[config.mk]
export PLATFORM = sky130hd
export DESIGN_NAME = handle_slot_map_pool_top
export DESIGN_NICKNAME = d
export VERILOG_FILES = /design/src/hw/rtl/hsmp_pkg.sv /design/src/hw/rtl/hsmp_ram.sv /design/src/hw/rtl/handle_slot_map_pool_top.sv
export SDC_FILE = /design/constraint.sdc
export NUM_CORES = 2
export LEC_CHECK = 0
export ABC_AREA = 1
export BUFFER_PORTS_ARGS = -buffer_cell sky130_fd_sc_hd__buf_2
export CAP_MARGIN = 30
export CORE_UTILIZATION = 40
export CTS_CLUSTER_SIZE = 30
export DETAILED_ROUTE_END_ITERATION = 10
export PLACE_DENSITY_LB_ADDON = 0.08
export SYNTH_ARGS = -nofsm -noshare
export SYNTH_HDL_FRONTEND = slang
export SYNTH_SLANG_ARGS = --single-unit
[constraint.sdc]
create_clock -name clk -period 6.3 [get_ports clk]
set_input_delay 0.945 -clock clk [delete_from_list [all_inputs] [get_ports clk]]
set_output_delay 0.945 -clock clk [all_outputs]
set_load 0.01 [all_outputs]
[src/hw/rtl/hsmp_pkg.sv]
// ----------------------------------------------------------------------------
// hsmp_pkg
// Types and codes shared by the slot map pool modules.
// ----------------------------------------------------------------------------
package hsmp_pkg;

  localparam int KindW = 3;
  localparam int StatW = 3;

  localparam logic [KindW-1:0] KIND_ADD    = 3'd0;
  localparam logic [KindW-1:0] KIND_REMOVE = 3'd1;
  localparam logic [KindW-1:0] KIND_LOOKUP = 3'd2;
  localparam logic [KindW-1:0] KIND_SETSH  = 3'd3;
  localparam logic [KindW-1:0] KIND_REFR   = 3'd4;
  localparam logic [KindW-1:0] KIND_READ   = 3'd5;

  localparam logic [StatW-1:0] ST_OK      = 3'd0;
  localparam logic [StatW-1:0] ST_FULL    = 3'd1;
  localparam logic [StatW-1:0] ST_OWNER   = 3'd2;
  localparam logic [StatW-1:0] ST_EMPTY   = 3'd3;
  localparam logic [StatW-1:0] ST_NOTFND  = 3'd4;
  localparam logic [StatW-1:0] ST_BADPOS  = 3'd5;

  typedef struct packed {
    logic [2:0]  kind;
    logic [5:0]  handle_id;
    logic [15:0] handle_owner;
    logic        casts_shadow;
    logic        mark_dirty;
    logic [3:0]  list_position;
  } req_t;

  typedef struct packed {
    logic       ok;
    logic [2:0] status;
    logic [5:0] new_handle;
    logic [5:0] slot_index;
    logic       move_valid;
    logic [5:0] move_source;
    logic       needs_refresh;
    logic [5:0] shadow_entry;
    logic [4:0] shadow_total;
  } rsp_t;

endpackage

[src/hw/rtl/hsmp_ram.sv]
// ----------------------------------------------------------------------------
// hsmp_ram
// Generic single-port-write, single-port-read RAM with registered read.
// ----------------------------------------------------------------------------
module hsmp_ram #(
  parameter int Width = 8,
  parameter int Depth = 16
) (
  input  logic                     clk,
  input  logic                     we,
  input  logic [$clog2(Depth)-1:0] waddr,
  input  logic [Width-1:0]         wdata,
  input  logic [$clog2(Depth)-1:0] raddr,
  output logic [Width-1:0]         rdata
);
  logic [Width-1:0] mem [Depth];

  // write port and registered read
  always_ff @(posedge clk) begin
    if (we) begin
      mem[waddr] <= wdata;
    end
    rdata <= mem[raddr];
  end
endmodule

[src/hw/rtl/handle_slot_map_pool_top.sv]
// ----------------------------------------------------------------------------
// handle_slot_map_pool_top
// Slot map pool: handles over a dense slot array, fifo free list of handles,
// shadow caster list. One shared memory read port per store, one sequencer.
// ----------------------------------------------------------------------------
//  channel | signals                      | payload
//  in      | in_valid / in_ready          | req_t
//  out     | out_valid / out_ready        | rsp_t
//  cfg     | cfg_we / cfg_data            | owner_id
//
// Steps from input transfer to result valid: add, lookup, set_shadow and unknown
// kinds read and then decode; read answers from the shadow list read; refresh
// ends at once when clean and scans every live slot when dirty; remove searches
// the shadow list entry by entry when the removed slot casts a shadow.
// After reset a clearing pass fills the free list with every handle, in_ready low.
// A finished result sits in the output register; in_ready returns the cycle
// after it is transferred.
module handle_slot_map_pool_top
  import hsmp_pkg::*;
#(
  parameter int CAPACITY     = 64,
  parameter int SHADOW_SLOTS = 16
) (
  input  logic        clk,
  input  logic        rst,
  input  logic        in_valid,
  output logic        in_ready,
  input  req_t        in_data,
  output logic        out_valid,
  input  logic        out_ready,
  output rsp_t        out_data,
  input  logic        cfg_we,
  input  logic [15:0] cfg_data
);
  localparam int HW = $clog2(CAPACITY);
  localparam int CW = $clog2(CAPACITY + 1);
  localparam int TW = CW + 1;
  localparam int SW = (SHADOW_SLOTS > 1) ? $clog2(SHADOW_SLOTS) : 1;
  localparam int SCW = $clog2(SHADOW_SLOTS + 1);

  typedef enum logic [12:0] {
    S_INIT  = 13'b0000000000001,
    S_IDLE  = 13'b0000000000010,
    S_RD    = 13'b0000000000100,
    S_DEC   = 13'b0000000001000,
    S_SRCH  = 13'b0000000010000,
    S_SRCHW = 13'b0000000100000,
    S_SWAPR = 13'b0000001000000,
    S_SWAPW = 13'b0000010000000,
    S_LAST  = 13'b0000100000000,
    S_MOVE  = 13'b0001000000000,
    S_SCAN  = 13'b0010000000000,
    S_SCANW = 13'b0100000000000,
    S_DONE  = 13'b1000000000000
  } state_t;

  state_t state;
  req_t   req;
  rsp_t   rsp;
  logic [15:0] owner_id;

  logic [HW-1:0] free_head;
  logic [CW-1:0] free_count;
  logic [CW-1:0] live_count;
  logic [SCW-1:0] shadow_count;
  logic          pool_dirty;
  logic [CAPACITY-1:0] map_valid;
  logic [CW-1:0] idx;
  logic [HW-1:0] slot;
  logic [HW-1:0] last_slot;
  logic [SCW-1:0] sidx;

  // memory ports
  logic          fh_we;  logic [HW-1:0] fh_wa, fh_wd, fh_ra, fh_rd;
  logic          hm_we;  logic [HW-1:0] hm_wa, hm_wd, hm_ra, hm_rd;
  logic          so_we;  logic [HW-1:0] so_wa, so_wd, so_ra, so_rd;
  logic          sf_we;  logic [HW-1:0] sf_wa, sf_ra;  logic sf_wd, sf_rd;
  logic          sl_we;  logic [SW-1:0] sl_wa, sl_ra;  logic [HW-1:0] sl_wd, sl_rd;

  // decode helpers
  logic [TW-1:0] tail_sum;
  logic [HW-1:0] tail;
  logic          hid_in_range;
  logic [HW-1:0] hid;
  logic          found;
  logic          add_room;
  logic          shadow_room;

  hsmp_ram #(.Width(HW), .Depth(CAPACITY)) u_free (
    .clk, .we(fh_we), .waddr(fh_wa), .wdata(fh_wd), .raddr(fh_ra), .rdata(fh_rd));
  hsmp_ram #(.Width(HW), .Depth(CAPACITY)) u_map (
    .clk, .we(hm_we), .waddr(hm_wa), .wdata(hm_wd), .raddr(hm_ra), .rdata(hm_rd));
  hsmp_ram #(.Width(HW), .Depth(CAPACITY)) u_owner (
    .clk, .we(so_we), .waddr(so_wa), .wdata(so_wd), .raddr(so_ra), .rdata(so_rd));
  hsmp_ram #(.Width(1), .Depth(CAPACITY)) u_flag (
    .clk, .we(sf_we), .waddr(sf_wa), .wdata(sf_wd), .raddr(sf_ra), .rdata(sf_rd));
  hsmp_ram #(.Width(HW), .Depth(SHADOW_SLOTS)) u_shadow (
    .clk, .we(sl_we), .waddr(sl_wa), .wdata(sl_wd), .raddr(sl_ra), .rdata(sl_rd));

  assign in_ready  = (state == S_IDLE) && !out_valid;
  assign out_data  = rsp;

  // free list tail for recycling
  assign tail_sum = TW'(free_head) + TW'(free_count);
  assign tail = (tail_sum >= TW'(CAPACITY)) ? HW'(tail_sum - TW'(CAPACITY))
                                            : HW'(tail_sum);
  assign hid_in_range = ({26'd0, req.handle_id} < 32'(CAPACITY));
  assign hid = HW'(req.handle_id);

  // handle mapped to a live slot, valid while the map read data is up
  assign found = hid_in_range && map_valid[hid] && (CW'(hm_rd) < live_count);
  assign add_room = !(live_count >= CW'(CAPACITY) || free_count == '0);
  assign shadow_room = (shadow_count < SCW'(SHADOW_SLOTS));

  // memory control
  always_comb begin
    fh_we = 1'b0; fh_wa = free_head; fh_wd = '0; fh_ra = free_head;
    hm_we = 1'b0; hm_wa = hid; hm_wd = '0; hm_ra = hid;
    so_we = 1'b0; so_wa = slot; so_wd = '0; so_ra = last_slot;
    sf_we = 1'b0; sf_wa = slot; sf_wd = 1'b0; sf_ra = slot;
    sl_we = 1'b0; sl_wa = '0; sl_wd = '0; sl_ra = SW'(sidx);
    unique case (state)
      S_INIT: begin
        fh_we = 1'b1; fh_wa = HW'(idx); fh_wd = HW'(idx);
      end
      S_RD: sl_ra = SW'(req.list_position);
      S_DEC: begin
        if (req.kind == KIND_ADD && add_room) begin
          hm_we = 1'b1; hm_wa = fh_rd; hm_wd = HW'(live_count);
          so_we = 1'b1; so_wa = HW'(live_count); so_wd = fh_rd;
          sf_we = 1'b1; sf_wa = HW'(live_count); sf_wd = req.casts_shadow;
          sl_we = req.casts_shadow && shadow_room;
          sl_wa = SW'(shadow_count); sl_wd = HW'(live_count);
        end else if (req.kind == KIND_SETSH && found) begin
          sf_we = 1'b1; sf_wa = hm_rd; sf_wd = req.casts_shadow;
        end
      end
      S_SWAPR: sl_ra = SW'(shadow_count - SCW'(1));
      S_SWAPW: begin
        sl_we = 1'b1; sl_wa = SW'(sidx); sl_wd = sl_rd;
      end
      S_LAST: sf_ra = last_slot;
      S_MOVE: begin
        so_we = (slot != last_slot); so_wa = slot; so_wd = so_rd;
        sf_we = (slot != last_slot); sf_wa = slot; sf_wd = sf_rd;
        hm_we = (slot != last_slot); hm_wa = so_rd; hm_wd = slot;
        fh_we = (free_count < CW'(CAPACITY)); fh_wa = tail; fh_wd = hid;
      end
      S_SCAN: sf_ra = HW'(idx);
      S_SCANW: begin
        sl_we = sf_rd && shadow_room;
        sl_wa = SW'(shadow_count); sl_wd = HW'(idx);
      end
      default: ;
    endcase
  end

  // sequencer
  always_ff @(posedge clk) begin
    if (rst) begin
      state <= S_INIT; idx <= '0; free_head <= '0; free_count <= CW'(CAPACITY);
      live_count <= '0; shadow_count <= '0; pool_dirty <= 1'b0; map_valid <= '0;
      out_valid <= 1'b0; owner_id <= '0;
    end else begin
      if (cfg_we) owner_id <= cfg_data;
      if (out_valid && out_ready) out_valid <= 1'b0;
      unique case (state)
        S_INIT: begin
          idx <= idx + CW'(1);
          if (idx == CW'(CAPACITY - 1)) state <= S_IDLE;
        end
        S_IDLE: begin
          if (in_valid && in_ready) begin
            req <= in_data; state <= S_RD; rsp <= '0;
          end
        end
        S_RD: begin
          // map, free list and shadow list reads issued this cycle
          if (req.kind == KIND_REFR) begin
            rsp.ok <= 1'b1;
            if (pool_dirty) begin
              shadow_count <= '0; idx <= '0; state <= S_SCAN; rsp.needs_refresh <= 1'b1;
            end else state <= S_DONE;
          end else if (req.kind == KIND_READ) begin
            state <= S_DONE;
          end else state <= S_DEC;
        end
        S_DEC: begin
          case (req.kind)
            KIND_ADD: begin
              state <= S_DONE;
              if (!add_room) rsp.status <= ST_FULL;
              else begin
                free_head <= (free_head == HW'(CAPACITY - 1)) ? '0 : free_head + HW'(1);
                free_count <= free_count - CW'(1);
                live_count <= live_count + CW'(1);
                map_valid[fh_rd] <= 1'b1;
                if (req.casts_shadow && shadow_room)
                  shadow_count <= shadow_count + SCW'(1);
                pool_dirty <= 1'b1;
                rsp.ok <= 1'b1; rsp.new_handle <= 6'(fh_rd);
                rsp.slot_index <= 6'(live_count);
              end
            end
            KIND_REMOVE: begin
              if (req.handle_owner != owner_id) begin
                rsp.status <= ST_OWNER; state <= S_DONE;
              end else if (live_count == '0) begin
                rsp.status <= ST_EMPTY; state <= S_DONE;
              end else if (!found) begin
                rsp.status <= ST_NOTFND; state <= S_DONE;
              end else begin
                slot <= hm_rd;
                last_slot <= HW'(live_count - CW'(1));
                map_valid[hid] <= 1'b0;
                sidx <= '0;
                rsp.ok <= 1'b1; rsp.slot_index <= 6'(hm_rd);
                state <= S_SRCH;
              end
            end
            KIND_LOOKUP: begin
              state <= S_DONE;
              if (found) begin
                if (req.mark_dirty) pool_dirty <= 1'b1;
                rsp.ok <= 1'b1; rsp.slot_index <= 6'(hm_rd);
              end else rsp.status <= ST_NOTFND;
            end
            KIND_SETSH: begin
              state <= S_DONE;
              if (found) begin
                pool_dirty <= 1'b1;
                rsp.ok <= 1'b1; rsp.slot_index <= 6'(hm_rd);
              end else rsp.status <= ST_NOTFND;
            end
            default: begin
              rsp.status <= ST_NOTFND; state <= S_DONE;
            end
          endcase
        end
        // shadow list search: flag of the removed slot and one entry per pass
        S_SRCH: state <= S_SRCHW;
        S_SRCHW: begin
          if (!sf_rd || sidx >= shadow_count) state <= S_LAST;
          else if (sl_rd == slot) state <= S_SWAPR;
          else begin
            sidx <= sidx + SCW'(1); state <= S_SRCH;
          end
        end
        S_SWAPR: state <= S_SWAPW;
        S_SWAPW: begin
          shadow_count <= shadow_count - SCW'(1); state <= S_LAST;
        end
        // move the last dense entry into the hole and recycle the handle
        S_LAST: state <= S_MOVE;
        S_MOVE: begin
          if (slot != last_slot) begin
            map_valid[so_rd] <= 1'b1;
            rsp.move_valid <= 1'b1; rsp.move_source <= 6'(last_slot);
          end
          live_count <= live_count - CW'(1);
          if (free_count < CW'(CAPACITY)) free_count <= free_count + CW'(1);
          pool_dirty <= 1'b1;
          state <= S_DONE;
        end
        // refresh scan over the live slots
        S_SCAN: begin
          if (idx >= live_count) begin
            pool_dirty <= 1'b0; state <= S_DONE;
          end else state <= S_SCANW;
        end
        S_SCANW: begin
          if (sf_rd && shadow_room) shadow_count <= shadow_count + SCW'(1);
          idx <= idx + CW'(1);
          state <= S_SCAN;
        end
        S_DONE: begin
          if (req.kind == KIND_READ) begin
            if (32'(req.list_position) < 32'(shadow_count)) begin
              rsp.ok <= 1'b1; rsp.shadow_entry <= 6'(sl_rd);
            end else rsp.status <= ST_BADPOS;
          end
          rsp.shadow_total <= 5'(shadow_count);
          out_valid <= 1'b1; state <= S_IDLE;
        end
        default: state <= S_IDLE;
      endcase
    end
  end

endmodule

==> reports/metrics.yaml <==
run_status:
  status: "finished, final reports clean"
timing:
  hold_viol_final: 0
  slew_headroom: 0.218
  fin_ws_ns: 1.65
  rsz0062_at_grt: "no"
  max_freq_mhz: 215
  report.final.slew_viol_count: 0
  worstMarginPinSlew_ns: 1.16
  finClkSkew_ns: 0.0299
  final-setup-viol-count: 0
  finalSetupTns_ns: 0
  period_share: 0.739
  post-route-min-period_ns: 4.65
worst_hold_path:
  min_to: "req[11]"
  min_path_cells: 1
  hold_path_class: "primary input to flop"
  hp-start: "in_data[11]"
route:
  firstDrtPassIters: 7
  antenna_left: 0
  wl_met2_um: 94300
  routedWlPerCell_um: 25.0
  finalWirelength_um: 205000
  wl_met1_um: 91400
  drt_iter0_drc: 5272
  vias_per_cell: 5.66
  drc: 0
  top_layer: "met4"
  vias: 46362
  dr_wl_met3_um: 14600
power_and_ir_drop:
  p_sw_frac: 0.215
  switchingPower_uw: 4710
  p_leak_uw: 0.0265
  clkPwrFrac: 0.460
  sequentialPowerShare: 0.512
  vdd_ir_drop_max_mv: 0.284
  power_frac_comb: 0.028
  internal_power_uw: 17200
  p_per_area_mw_per_mm2: 294
floorplanning:
  num_rows: 148
  io_pins: 89
  die_x_um: 407
  die_h_um: 407
  start_util: 0.403
  die_area_mm2: 0.166
  core_area_mm2: 0.163
yosys:
  yosysUniqueCellTypes: 63
  synthCells: 5784
  ys_seq_elements: 1547
  synth_edf_count: 1395
  syn_avg_cell_area_um2: 11.4
  syn_area_mm2: 0.0657
  ys_warn_count: 0
  synthArstFlopShare: 0
  synth_nets: 5876
  yosysSeqAreaShare: 0.684
  synth_top_flop_cell: "edfxtp_1"
setup_path:
  cpPeakStageDelay_ns: 1.00
  crit_path_end_kind: "flop"
  reg2reg_slack_ns: 1.65
  r2r_cells: 7
  cp_cell_sequence: "nor2_1 -> nand2_1 -> nor2_4 -> nand3_4 -> o21ai_2 -> nand4_1 -> nor2_1"
  path_depth: 7
  critPathMaxFanout: 30
  reg2reg_to: "u_map.mem[26][4]"
  path_class: "flop to flop"
  crit_top_cell: "nor2_1"
  crit_family: "simple AND/OR/NAND/NOR gates"
  cp-start-kind: "flop"
  worst-path-buf-inv: 0
  crit_slowest_cell: "o21ai_2"
  rr_startpoint: "state[0]"
  critPathRequiredTime_ns: 6.72
  arrival_ns: 5.07
clock_tree:
  cts_buffer_depth: 3
  clkSinkCount: 1547
  cts_tree: "done"
  hold_buffers: 0
  cts_root_buf: "clkbuf_16"
  path_clk_slew_ns: 0.06
  clk_latency_ns: 0.80
  htreeDepth: 4
  cts_resized: 0
  cts_setup_buffers: 0
  numCtsBuffers: 171
global_route:
  antenna_found_initial: 2
  grt_max_degree: 195
  grt_usage: 0.241
  grt_pass1_vias: 44900
  grt_overflow: 0
  grt_pass1_wl_um: 302000
finish:
  n_antenna_cell: 0
  layout_commonest_cell: "edfxtp_1"
  layout-drive-gt1-share: 0.0960
  mostFrequentLayoutCells: "1395 x edfxtp_1, 866 x nor2_1, 677 x nand2_1, 576 x o21ai_0, 367 x inv_1"
  design_area_mm2: 0.0745
  syn_to_final_growth_pct: 13.3
  fin_nets: 5956
  finish.utilization: 0.457
  fill_cells: 15154
  stdcell_count: 8184
place:
  place_area_mm2: 0.0688
  dp_slack_ns: 1.65
  place_hpwl_um: 130000
  post-place-cells: 7865
  portBuffers: 88
  routabilityCongestion: 0.885
job:
  drv_cap: 0
## power groups by stage
| stage | registers, µW | clock network, µW | logic (µW) |
|---|---|---|---|
| finish | 11200 | 10100 | 620 |
| global route | 11200 | 10600 | 660 |
| CTS | 11200 | 10200 | 608 |
| detailed placement | 11400 | 0 | 607 |
| global placement | 11400 | 0 | 600 |
| floorplan | 11400 | 0 | 318 |
## cell type report
| cell class | instances | area, µm² | area share |
|---|---|---|---|
| sequential | 1547 | 44900 | 0.603 |
| multi-input combinational | 3536 | 18300 | 0.246 |
| clock buffer | 210 | 4490 | 0.0603 |
| tap | 2175 | 2720 | 0.0365 |
| inverter | 408 | 1540 | 0.0207 |
| timing repair buffer | 200 | 1360 | 0.0183 |
| clock inverter | 108 | 1130 | 0.0152 |
## cell families after synthesis
kind of cell	count (synthesis)	synth area share
AO/OA/AOI/OAI	1307	0.122
XOR/XNOR	41	0.00547
adder cells (fa/ha/maj)	40	0.00785
buffers and inverters	701	0.0416
flip-flops	1547	0.684
AND/OR/NAND/NOR	2148	0.140
## synth_stat cells, types with 72 or more instances
| master | count | area, µm² |
|---|---|---|
| edfxtp_1 | 1395 | 41900 |
| nor2_1 | 866 | 3250 |
| nand2_1 | 678 | 2540 |
| o21ai_0 | 589 | 2950 |
| inv_1 | 382 | 1430 |
| nand3_1 | 350 | 1750 |
| clkbuf_1 | 224 | 841 |
| o22ai_1 | 173 | 1080 |
| dfxtp_1 | 152 | 3040 |
| a21oi_1 | 139 | 696 |
| o211ai_1 | 75 | 563 |
| nand4_1 | 74 | 463 |
| nor3_1 | 72 | 360 |
## registers in the layout (all words and copies together), names as in the netlist, 7 cells and up
| signal | cells |
|---|---|
| map_valid | 64 |
| out_data | 35 |
| free_count | 7 |
| u_free.mem | 384 |
| u_map.mem | 384 |
| owner_id | 16 |
| u_flag.mem | 64 |
| idx | 7 |
| state | 13 |
| req | 25 |
| live_count | 7 |
| u_owner.mem | 384 |
| u_shadow.mem | 96 |
## worst register-to-register path, delay by kind of cell (launching register included)
family          cells  cell delay [ns]
compound gates      1             1.01
flops               1             0.32
simple gates        6             2.96
## how the worst max path moves through the flow
stage                             to  slack [ns]  startpoint
floorplan            u_map.mem[0][2]        1.22    state[0]
global placement    u_map.mem[55][2]        1.69    state[0]
detailed placement  u_map.mem[26][3]        1.65    state[0]
CTS                 u_map.mem[26][4]        1.63    state[0]
global route        u_map.mem[18][1]        1.40    state[0]
finish              u_map.mem[26][4]        1.65    state[0]
## metal layers
| metal | vias up | track usage |
|---|---|---|
| li1 | 21216 | - |
| met1 | 23137 | 0.345 |
| met2 | 1727 | 0.379 |
| met3 | 282 | 0.0440 |
| met4 | 0 | 0.0613 |
| met5 | - | 0 |
## through the flow
step	hold slack [ns]	power [µW]
floorplan	0.429	11700
global placement	0.443	12000
detailed placement	0.447	12000
CTS	0.279	22100
global route	0.292	22500
finish	0.332	21900
Power figures use the tool's default switching activity.
